**config.mk**
```make
export PLATFORM = sky130hd
export DESIGN_NAME = base32_decoder
export DESIGN_NICKNAME = d
export VERILOG_FILES = /design/src/hdl/b32d_pkg.sv /design/src/hdl/b32d_front.sv /design/src/hdl/b32d_fifo.sv /design/src/hdl/b32d_back.sv /design/src/hdl/base32_decoder.sv
export SDC_FILE = /design/constraint.sdc
export NUM_CORES = 1
export LEC_CHECK = 0
export BUFFER_PORTS_ARGS = -buffer_cell sky130_fd_sc_hd__buf_4
export CAP_MARGIN = 25
export CORE_ASPECT_RATIO = 1.4
export CORE_MARGIN = 2
export CORE_UTILIZATION = 50
export DETAILED_ROUTE_END_ITERATION = 7
export GPL_TIMING_DRIVEN = 1
export HOLD_SLACK_MARGIN = 0.03
export PLACE_DENSITY_LB_ADDON = 0.1
export SLEW_MARGIN = 25
export SYNTH_ARGS = -nofsm -noshare
export SYNTH_HDL_FRONTEND = slang
export SYNTH_SLANG_ARGS = --single-unit
```
**constraint.sdc**
```tcl
create_clock -name i_clk -period 4.1 [get_ports i_clk]
set_clock_uncertainty 0.05 [all_clocks]
set_input_delay 0.205 -clock i_clk [delete_from_list [all_inputs] [get_ports i_clk]]
set_output_delay 0.205 -clock i_clk [all_outputs]
set_load 0.005 [all_outputs]
```
**src/hdl/b32d_pkg.sv**
```systemverilog
package b32d_pkg;

    localparam int          COUNT_BITS_DEF = 16;
    localparam logic [15:0] LIMIT_RST      = 16'hFFFF;
    localparam int          FIFO_DEPTH     = 4;
    localparam int          FIFO_AW        = $clog2(FIFO_DEPTH);

    // Register index of output_limit on the configuration port.
    localparam logic        REG_LIMIT = 1'b0;

    localparam logic [7:0] CH_LF    = 8'h0A;
    localparam logic [7:0] CH_DASH  = 8'h2D;
    localparam logic [7:0] CH_UNDER = 8'h5F;
    localparam logic [7:0] CH_EQ    = 8'h3D;

    localparam logic [7:0] CH_0      = 8'h30;
    localparam logic [7:0] CH_9      = 8'h39;
    localparam logic [7:0] CH_A      = 8'h41;
    localparam logic [7:0] CH_Z      = 8'h5A;
    localparam logic [7:0] CH_LOW_A  = 8'h61;
    localparam logic [7:0] CH_LOW_Z  = 8'h7A;
    localparam logic [7:0] CASE_STEP = 8'h20;

    typedef struct packed {
        logic       bad;
        logic [4:0] val;
    } t_sym;

    // One queue word: an optional decoded byte followed by an optional end status.
    typedef struct packed {
        logic        has_byte;
        logic [7:0]  data;
        logic        has_end;
        logic        ok;
        logic [15:0] count;
    } t_entry;

    localparam logic [5:0] SYM_BAD = 6'h20;

    // Letters A to Z; the top bit marks a letter outside the alphabet.
    localparam logic [5:0] LETTER_VALUE [26] = '{
        6'd10, 6'd11, 6'd12, 6'd13, 6'd14, 6'd15, 6'd16, 6'd17, 6'd1,
        6'd18, 6'd19, 6'd1,  6'd20, 6'd21, 6'd0,  6'd22, 6'd23, 6'd24,
        6'd25, 6'd26, SYM_BAD, 6'd27, 6'd28, 6'd29, 6'd30, 6'd31
    };

    function automatic t_sym sym_of(input logic [7:0] c);
        logic [7:0] u;
        t_sym       s;
        u = (c inside {[CH_LOW_A:CH_LOW_Z]}) ? c - CASE_STEP : c;
        s = t_sym'(SYM_BAD);
        if (c inside {[CH_0:CH_9]}) begin
            s.bad = 1'b0;
            s.val = 5'(c - CH_0);
        end else if (u inside {[CH_A:CH_Z]}) begin
            s = t_sym'(LETTER_VALUE[5'(u - CH_A)]);
        end
        return s;
    endfunction

endpackage

```
**src/hdl/b32d_front.sv**
```systemverilog
module b32d_front #(
    parameter int COUNT_BITS = b32d_pkg::COUNT_BITS_DEF
) (
    input  logic             i_clk,
    input  logic             i_rst_n,
    input  logic             i_valid,
    output logic             o_ready,
    input  logic [7:0]       i_char,
    input  logic             i_last,
    input  logic [15:0]      i_limit,
    input  logic             i_full,
    output logic             o_push,
    output b32d_pkg::t_entry o_entry
);
    import b32d_pkg::*;

    localparam int CW = (COUNT_BITS > 16) ? COUNT_BITS : 16;

    logic [2:0]            r_gp,    n_gp;
    logic [11:0]           r_buf,   n_buf;
    logic [3:0]            r_fill,  n_fill;
    logic                  r_err,   n_err;
    logic [COUNT_BITS-1:0] r_count, n_count;

    logic                  accept;
    logic                  is_skip;
    t_sym                  sym;
    logic                  active;
    logic                  keep;
    logic [11:0]           buf_sh;
    logic [3:0]            fill_sh;
    logic                  have_byte;
    logic [3:0]            rem_fill;
    logic [7:0]            byte_val;
    logic                  below_limit;
    logic                  emit_byte;
    logic [2:0]            gp_after;
    logic                  bad_group;
    logic [CW-1:0]         count_ext;

    assign o_ready = !i_full;
    assign accept  = i_valid && o_ready;

    always_comb begin
        is_skip   = (i_char == CH_LF) || (i_char == CH_DASH) ||
                    (i_char == CH_UNDER) || (i_char == CH_EQ);
        sym       = sym_of(i_char);
        active    = !r_err && !is_skip;
        keep      = active && !sym.bad;

        buf_sh    = {r_buf[6:0], sym.val};
        fill_sh   = r_fill + 4'd5;
        have_byte = fill_sh >= 4'd8;
        rem_fill  = fill_sh - 4'd8;
        byte_val  = 8'(buf_sh >> rem_fill[2:0]);

        // The limit is capped by what the counter can hold.
        below_limit = (CW'(r_count) < CW'(i_limit)) && (r_count != '1);
        emit_byte   = keep && have_byte && below_limit;

        n_err   = r_err || (active && sym.bad);
        n_count = r_count + COUNT_BITS'(emit_byte);
        n_gp    = keep ? r_gp + 3'd1 : r_gp;
        n_buf   = r_buf;
        n_fill  = r_fill;
        if (keep) begin
            if (have_byte) begin
                n_fill = rem_fill;
                n_buf  = buf_sh & 12'((13'd1 << rem_fill) - 13'd1);
            end else begin
                n_fill = fill_sh;
                n_buf  = buf_sh;
            end
        end
        gp_after  = n_gp;
        bad_group = (gp_after == 3'd1) || (gp_after == 3'd3) || (gp_after == 3'd6);
        count_ext = CW'(n_count);

        o_entry.has_byte = emit_byte;
        o_entry.data     = byte_val;
        o_entry.has_end  = i_last;
        o_entry.ok       = !n_err && !bad_group;
        o_entry.count    = count_ext[15:0];
        o_push           = accept && (emit_byte || i_last);
    end

    always_ff @(posedge i_clk) begin
        if (!i_rst_n) begin
            r_gp    <= '0;
            r_buf   <= '0;
            r_fill  <= '0;
            r_err   <= 1'b0;
            r_count <= '0;
        end else if (accept) begin
            if (i_last) begin
                r_gp    <= '0;
                r_buf   <= '0;
                r_fill  <= '0;
                r_err   <= 1'b0;
                r_count <= '0;
            end else begin
                r_gp    <= n_gp;
                r_buf   <= n_buf;
                r_fill  <= n_fill;
                r_err   <= n_err;
                r_count <= n_count;
            end
        end
    end

    assert property (@(posedge i_clk) disable iff (!i_rst_n) r_fill <= 4'd7)
        else $error("bit fill left above seven at rest");

endmodule

```
**src/hdl/b32d_fifo.sv**
```systemverilog
module b32d_fifo (
    input  logic             i_clk,
    input  logic             i_rst_n,
    input  logic             i_push,
    input  b32d_pkg::t_entry i_wdata,
    output logic             o_full,
    input  logic             i_pop,
    output logic             o_empty,
    output b32d_pkg::t_entry o_rdata
);
    import b32d_pkg::*;

    t_entry                 r_mem [FIFO_DEPTH];
    logic [FIFO_AW-1:0]     r_wptr;
    logic [FIFO_AW-1:0]     r_rptr;
    logic [FIFO_AW:0]       r_cnt;

    assign o_full  = r_cnt == (FIFO_AW+1)'(FIFO_DEPTH);
    assign o_empty = r_cnt == '0;
    assign o_rdata = r_mem[r_rptr];

    always_ff @(posedge i_clk) begin
        if (i_push) begin
            r_mem[r_wptr] <= i_wdata;
        end
    end

    always_ff @(posedge i_clk) begin
        if (!i_rst_n) begin
            r_wptr <= '0;
            r_rptr <= '0;
            r_cnt  <= '0;
        end else begin
            if (i_push) begin
                r_wptr <= r_wptr + 1'b1;
            end
            if (i_pop) begin
                r_rptr <= r_rptr + 1'b1;
            end
            r_cnt <= r_cnt + (FIFO_AW+1)'(i_push) - (FIFO_AW+1)'(i_pop);
        end
    end

    assert property (@(posedge i_clk) disable iff (!i_rst_n) i_push |-> !o_full)
        else $error("write into a full queue");

    assert property (@(posedge i_clk) disable iff (!i_rst_n) i_pop |-> !o_empty)
        else $error("read from an empty queue");

endmodule

```
**src/hdl/b32d_back.sv**
```systemverilog
module b32d_back (
    input  logic             i_clk,
    input  logic             i_rst_n,
    input  b32d_pkg::t_entry i_head,
    input  logic             i_empty,
    output logic             o_pop,
    output logic             o_valid,
    input  logic             i_ready,
    output logic [7:0]       o_data,
    output logic             o_byte_valid,
    output logic             o_eom,
    output logic             o_ok,
    output logic [15:0]      o_count
);
    import b32d_pkg::*;

    logic        r_valid, n_valid;
    logic        r_phase, n_phase;
    logic [7:0]  r_data,  n_data;
    logic        r_bv,    n_bv;
    logic        r_eom,   n_eom;
    logic        r_ok,    n_ok;
    logic [15:0] r_count, n_count;
    logic        load;

    always_comb begin
        load    = !r_valid || i_ready;
        o_pop   = 1'b0;
        n_valid = r_valid && !i_ready;
        n_phase = r_phase;
        n_data  = r_data;
        n_bv    = r_bv;
        n_eom   = r_eom;
        n_ok    = r_ok;
        n_count = r_count;
        if (load && !i_empty) begin
            n_valid = 1'b1;
            if (i_head.has_byte && !r_phase) begin
                n_data  = i_head.data;
                n_bv    = 1'b1;
                n_eom   = 1'b0;
                n_ok    = 1'b0;
                n_count = '0;
                // A word that also closes the message stays for its end status.
                if (i_head.has_end) begin
                    n_phase = 1'b1;
                end else begin
                    o_pop = 1'b1;
                end
            end else begin
                n_data  = '0;
                n_bv    = 1'b0;
                n_eom   = 1'b1;
                n_ok    = i_head.ok;
                n_count = i_head.count;
                n_phase = 1'b0;
                o_pop   = 1'b1;
            end
        end
    end

    always_ff @(posedge i_clk) begin
        if (!i_rst_n) begin
            r_valid <= 1'b0;
            r_phase <= 1'b0;
        end else begin
            r_valid <= n_valid;
            r_phase <= n_phase;
        end
    end

    always_ff @(posedge i_clk) begin
        r_data  <= n_data;
        r_bv    <= n_bv;
        r_eom   <= n_eom;
        r_ok    <= n_ok;
        r_count <= n_count;
    end

    assign o_valid      = r_valid;
    assign o_data       = r_data;
    assign o_byte_valid = r_bv;
    assign o_eom        = r_eom;
    assign o_ok         = r_ok;
    assign o_count      = r_count;

    assert property (@(posedge i_clk) disable iff (!i_rst_n)
        r_phase |-> !i_empty && i_head.has_byte && i_head.has_end)
        else $error("split word lost its queue entry");

endmodule

```
**src/hdl/base32_decoder.sv**
```systemverilog
// Crockford base32 decoder.
// The input stream carries one ASCII character per word in s_axis_tdata, with
// s_axis_tlast on the final character of a message. The output stream carries
// one decoded byte per word (m_axis_tuser high), and each message closes with
// a status word (m_axis_tlast high, m_axis_tuser low) that holds decode_ok and
// the number of bytes delivered. output_limit sits at APB address 0.
// A character is taken every cycle while the four-entry queue between the
// decode front end and the output stage has room. A result is written into
// the queue and from there loaded into the output register. A character that
// both completes a byte and ends its message yields two output words; every
// other character yields at most one.
// When the receiver stalls, the output register holds its word, the queue
// fills, and s_axis_tready drops once the queue is full.
// Reset clears the message state and the queue and sets output_limit to 65535.
module base32_decoder #(
    parameter int COUNT_BITS = b32d_pkg::COUNT_BITS_DEF
) (
    input  logic        i_clk,
    input  logic        i_rst_n,
    input  logic        s_axis_tvalid,
    output logic        s_axis_tready,
    input  logic [7:0]  s_axis_tdata,  // [7:0] in_char
    input  logic        s_axis_tlast,  // last_char
    output logic        m_axis_tvalid,
    input  logic        m_axis_tready,
    output logic [31:0] m_axis_tdata,  // [7:0] data_byte, [8] decode_ok,
                                       // [24:9] byte_count, [31:25] zero
    output logic        m_axis_tlast,  // end_of_message
    output logic        m_axis_tuser,  // [0] byte_valid
    input  logic        psel,
    input  logic        penable,
    input  logic        pwrite,
    input  logic [2:0]  paddr,
    input  logic [31:0] pwdata,
    output logic [31:0] prdata,
    output logic        pready
);
    import b32d_pkg::*;

    logic [15:0] r_limit;
    logic        cfg_wr;
    logic        push;
    logic        pop;
    logic        full;
    logic        empty;
    t_entry      wr_entry;
    t_entry      head;
    logic [7:0]  out_data;
    logic        out_ok;
    logic [15:0] out_count;

    assign pready = 1'b1;
    assign cfg_wr = psel && penable && pwrite && pready;
    assign prdata = (paddr[2] == REG_LIMIT) ? {16'd0, r_limit} : 32'd0;

    always_ff @(posedge i_clk) begin
        if (!i_rst_n) begin
            r_limit <= LIMIT_RST;
        end else if (cfg_wr && paddr[2] == REG_LIMIT) begin
            r_limit <= pwdata[15:0];
        end
    end

    b32d_front #(
        .COUNT_BITS (COUNT_BITS)
    ) u_front (
        .i_clk   (i_clk),
        .i_rst_n (i_rst_n),
        .i_valid (s_axis_tvalid),
        .o_ready (s_axis_tready),
        .i_char  (s_axis_tdata),
        .i_last  (s_axis_tlast),
        .i_limit (r_limit),
        .i_full  (full),
        .o_push  (push),
        .o_entry (wr_entry)
    );

    b32d_fifo u_fifo (
        .i_clk   (i_clk),
        .i_rst_n (i_rst_n),
        .i_push  (push),
        .i_wdata (wr_entry),
        .o_full  (full),
        .i_pop   (pop),
        .o_empty (empty),
        .o_rdata (head)
    );

    b32d_back u_back (
        .i_clk        (i_clk),
        .i_rst_n      (i_rst_n),
        .i_head       (head),
        .i_empty      (empty),
        .o_pop        (pop),
        .o_valid      (m_axis_tvalid),
        .i_ready      (m_axis_tready),
        .o_data       (out_data),
        .o_byte_valid (m_axis_tuser),
        .o_eom        (m_axis_tlast),
        .o_ok         (out_ok),
        .o_count      (out_count)
    );

    assign m_axis_tdata = {7'd0, out_count, out_ok, out_data};

    assert property (@(posedge i_clk) disable iff (!i_rst_n)
        m_axis_tvalid && m_axis_tlast |-> !m_axis_tuser && out_data == 8'd0)
        else $error("status word carries a byte");

    assert property (@(posedge i_clk) disable iff (!i_rst_n)
        m_axis_tvalid && m_axis_tuser |-> !out_ok && out_count == 16'd0)
        else $error("byte word carries status");

endmodule
```
==> results.cfg <==
[status]
status = completed

[critical_path]
required_ns = 4.42
critPathKind = flop to flop
worstPathMaxFanout = 8
crit_path_start_kind = flop
arrival_ns = 4.07
cpMostUsedCell = ha_1
path_cells = ha_1, a21o_1, a211o_1, o221a_2, o31a_1, nor4_1, buf_4, ha_1, ha_1, and3_1, nand3_1, xnor2_1, a22oi_1, nor2b_1
cpMaxStageDelayCell = dfxtp_1
critPathBufInv = 1
end_kind = flop
cp_top_family = compound AO/OA/AOI/OAI gates
cp_slowest_stage_delay_ns = 0.47

[synthesis]
synthAdderAreaFrac = 0.0533
synth-edff-count = 135
async_reset_ff_frac = 0
synth.top_cells.by_area = edfxtp_1, dfxtp_1, mux4_2
yosys_warnings = 0
synth-xor-area-share = 0.0270
netlist-cell-type-count = 78
synth_top_area_frac = 0.415
synth_area_leader_cell = edfxtp_1
synth_common_cells = edfxtp_1, nand2_1, dfxtp_1, nor2_1, ha_1
ys_seq_area_frac = 0.534
synth-seq-cells = 193
synth_top_family_by_area = simple AND/OR/NAND/NOR gates
postSynthCellCount = 826
synth-compound-area-share = 0.110
muxShareOfSynthArea = 0.0855
synthSimpleGateAreaFrac = 0.136
synth_area_um2 = 9770
synth_area_per_cell_um2 = 11.8
yosysMostFrequentCell = edfxtp_1
synth_ff_type = edfxtp_1

[floorplanning]
start_util = 0.508
rows = 60
fp.dieArea_um2 = 20700
die_h_um = 169
core_um2 = 19200
io-pin-count = 120
die_w_um = 122

[clock_tree]
cts_tree = done
clkTransAtPathRegs_ns = 0.08
cts_hold_buf = 16
htreeDepth = 4
clockBufferDepth = 2
cts-root-buf = clkbuf_16
cts_resized = 0
cts_sinks = 193
cts_buffers = 17
clock_latency_ns = 0.43
cts_setup_buffers = 0

[timing]
max_freq_mhz = 267
hold_violations = 0
tns_ns = 0
rsz0062_at_grt = false
finalCritPeriodShare = 0.914
setup_violations = 0
max_slew_margin = 0.321
tightest_slew_ns = 1.01
min_period_ns = 3.75
final_max_slew_viol_count = 0

[power]
peakVddDrop_uv = 362
power_leakage_nw = 4.38
power-per-cell-area_nw_per_um2 = 467

[global_routing]
track_usage = 0.204
grt_first_pass_wirelength_mm = 32.7
overflow = 0
grt_pass1_vias = 6501
grt_max_degree = 70
antenna_found_initial = 0

[hold_path]
min_path_type = primary input to flop

[finish]
nets = 1003
drive_above_1_share = 0.196
insertedDiodeCount = 0
final_util = 0.588
area_delta_synth_final_pct = 15.6

[routing]
drtAntennaViolNets = 0
wl_per_cell_um = 17.2
drtIter0Drc = 506
num_vias = 6549
drt-total-wl_mm = 20.2
routed_via_density = 5.59
drt_drc_violations_left = 0
dr.pass1.iters = 5

[flow_run]
maxCapViolations = 0

[placement]
portBuffers = 77
gp_congestion = 0.855
dpl.hpwl_mm = 14.0
layout by cell type (no fill, tap or decap), types with 12 or more instances in the layout:
| cell type | instances |
|---|---|
| nand2_1 | 67 |
| mux2i_1 | 16 |
| nor2_1 | 50 |
| ha_1 | 40 |
| buf_4 | 100 |
| edfxtp_1 | 135 |
| xnor2_1 | 12 |
| o211ai_1 | 24 |
| a21oi_1 | 22 |
| o21ai_0 | 32 |
| dlygate4sd3_1 | 16 |
| xor2_1 | 15 |
| clkbuf_16 | 17 |
| nand3_1 | 15 |
| inv_1 | 37 |
| conb_1 | 24 |
| and2_1 | 27 |
| dfxtp_1 | 57 |
| mux4_2 | 28 |
| nor2b_1 | 34 |
kinds of logic after synthesis:
| logic type | count (synthesis) |
|---|---|
| flops | 193 |
| buf+inv | 110 |
| compound gates | 150 |
| other cells | 2 |
| fa+ha+maj | 41 |
| mux | 48 |
| xor+xnor | 28 |
| simple gates | 254 |
worst paths after layout:
path	start	to	slack [ns]	cells past startpoint
min reg2reg	u_front.r_buf[3]$_SDFFE_PN0P_	u_front.r_buf[3]$_SDFFE_PN0P_	0.42	2
min	m_axis_tready	u_back.o_valid$_SDFF_PN0_	0.11	3
max	u_front.r_count[5]$_SDFFE_PN0P_	u_front.r_count[10]$_SDFFE_PN0P_	0.35	14
max reg2reg	u_front.r_count[5]$_SDFFE_PN0P_	u_front.r_count[10]$_SDFFE_PN0P_	0.35	14
layer usage:
layer / part of all wire / up-vias / GRT usage
li1: - / 3162 / -
met1: 0.43 / 3187 / 0.247
met2: 0.52 / 167 / 0.361
met3: 0.033 / 33 / 0.0353
met4: 0.023 / 0 / 0.0760
met5: 0 / - / 0
per-stage QoR:
stage                     setup slack (ns)  hold WS [ns]  power, W  std cells  instance area [µm²]
final                                0.353         0.113   0.00528       1172                11300
after floorplan                      0.210         0.254   0.00323        848                 9850
after CTS                            0.281         0.110   0.00534       1172                11300
after detailed placement             0.148         0.384   0.00369       1124                10500
after global routing                0.0207         0.137   0.00554       1172                11300
after global placement               0.282         0.379   0.00364       1124                10500
registers in the layout, indices dropped and copies added, names as in the netlist, 2 cells and up, named ones only:
| name | count |
|---|---|
| r_limit | 16 |
| u_back.o_count | 16 |
| u_back.o_data | 8 |
| u_fifo.r_cnt | 3 |
| u_fifo.r_mem | 108 |
| u_fifo.r_rptr | 2 |
| u_fifo.r_wptr | 2 |
| u_front.r_buf | 7 |
| u_front.r_count | 16 |
| u_front.r_fill | 4 |
| u_front.r_gp | 3 |
area by class of cell:
cell class / count / area (µm²)
Clock buffer: 17 / 425
Clock inverter: 15 / 168
Fill cell: 1642 / 7930
Inverter: 38 / 143
Multi-Input combinational cell: 545 / 4120
Sequential cell: 193 / 5220
Tap cell: 248 / 310
Timing Repair Buffer: 116 / 911
worst min-delay path, cell delays in order:
cell and delay, ns:
buf_4 0.07, nand2b_1 0.13, a21boi_0 0.12
where the power goes:
part / switching (W) / internal [W]
logic: 0.000588 / 0.000584
registers: 0.0000837 / 0.00237
clock network: 0.000779 / 0.000871
(Power assumes the default switching activity.)
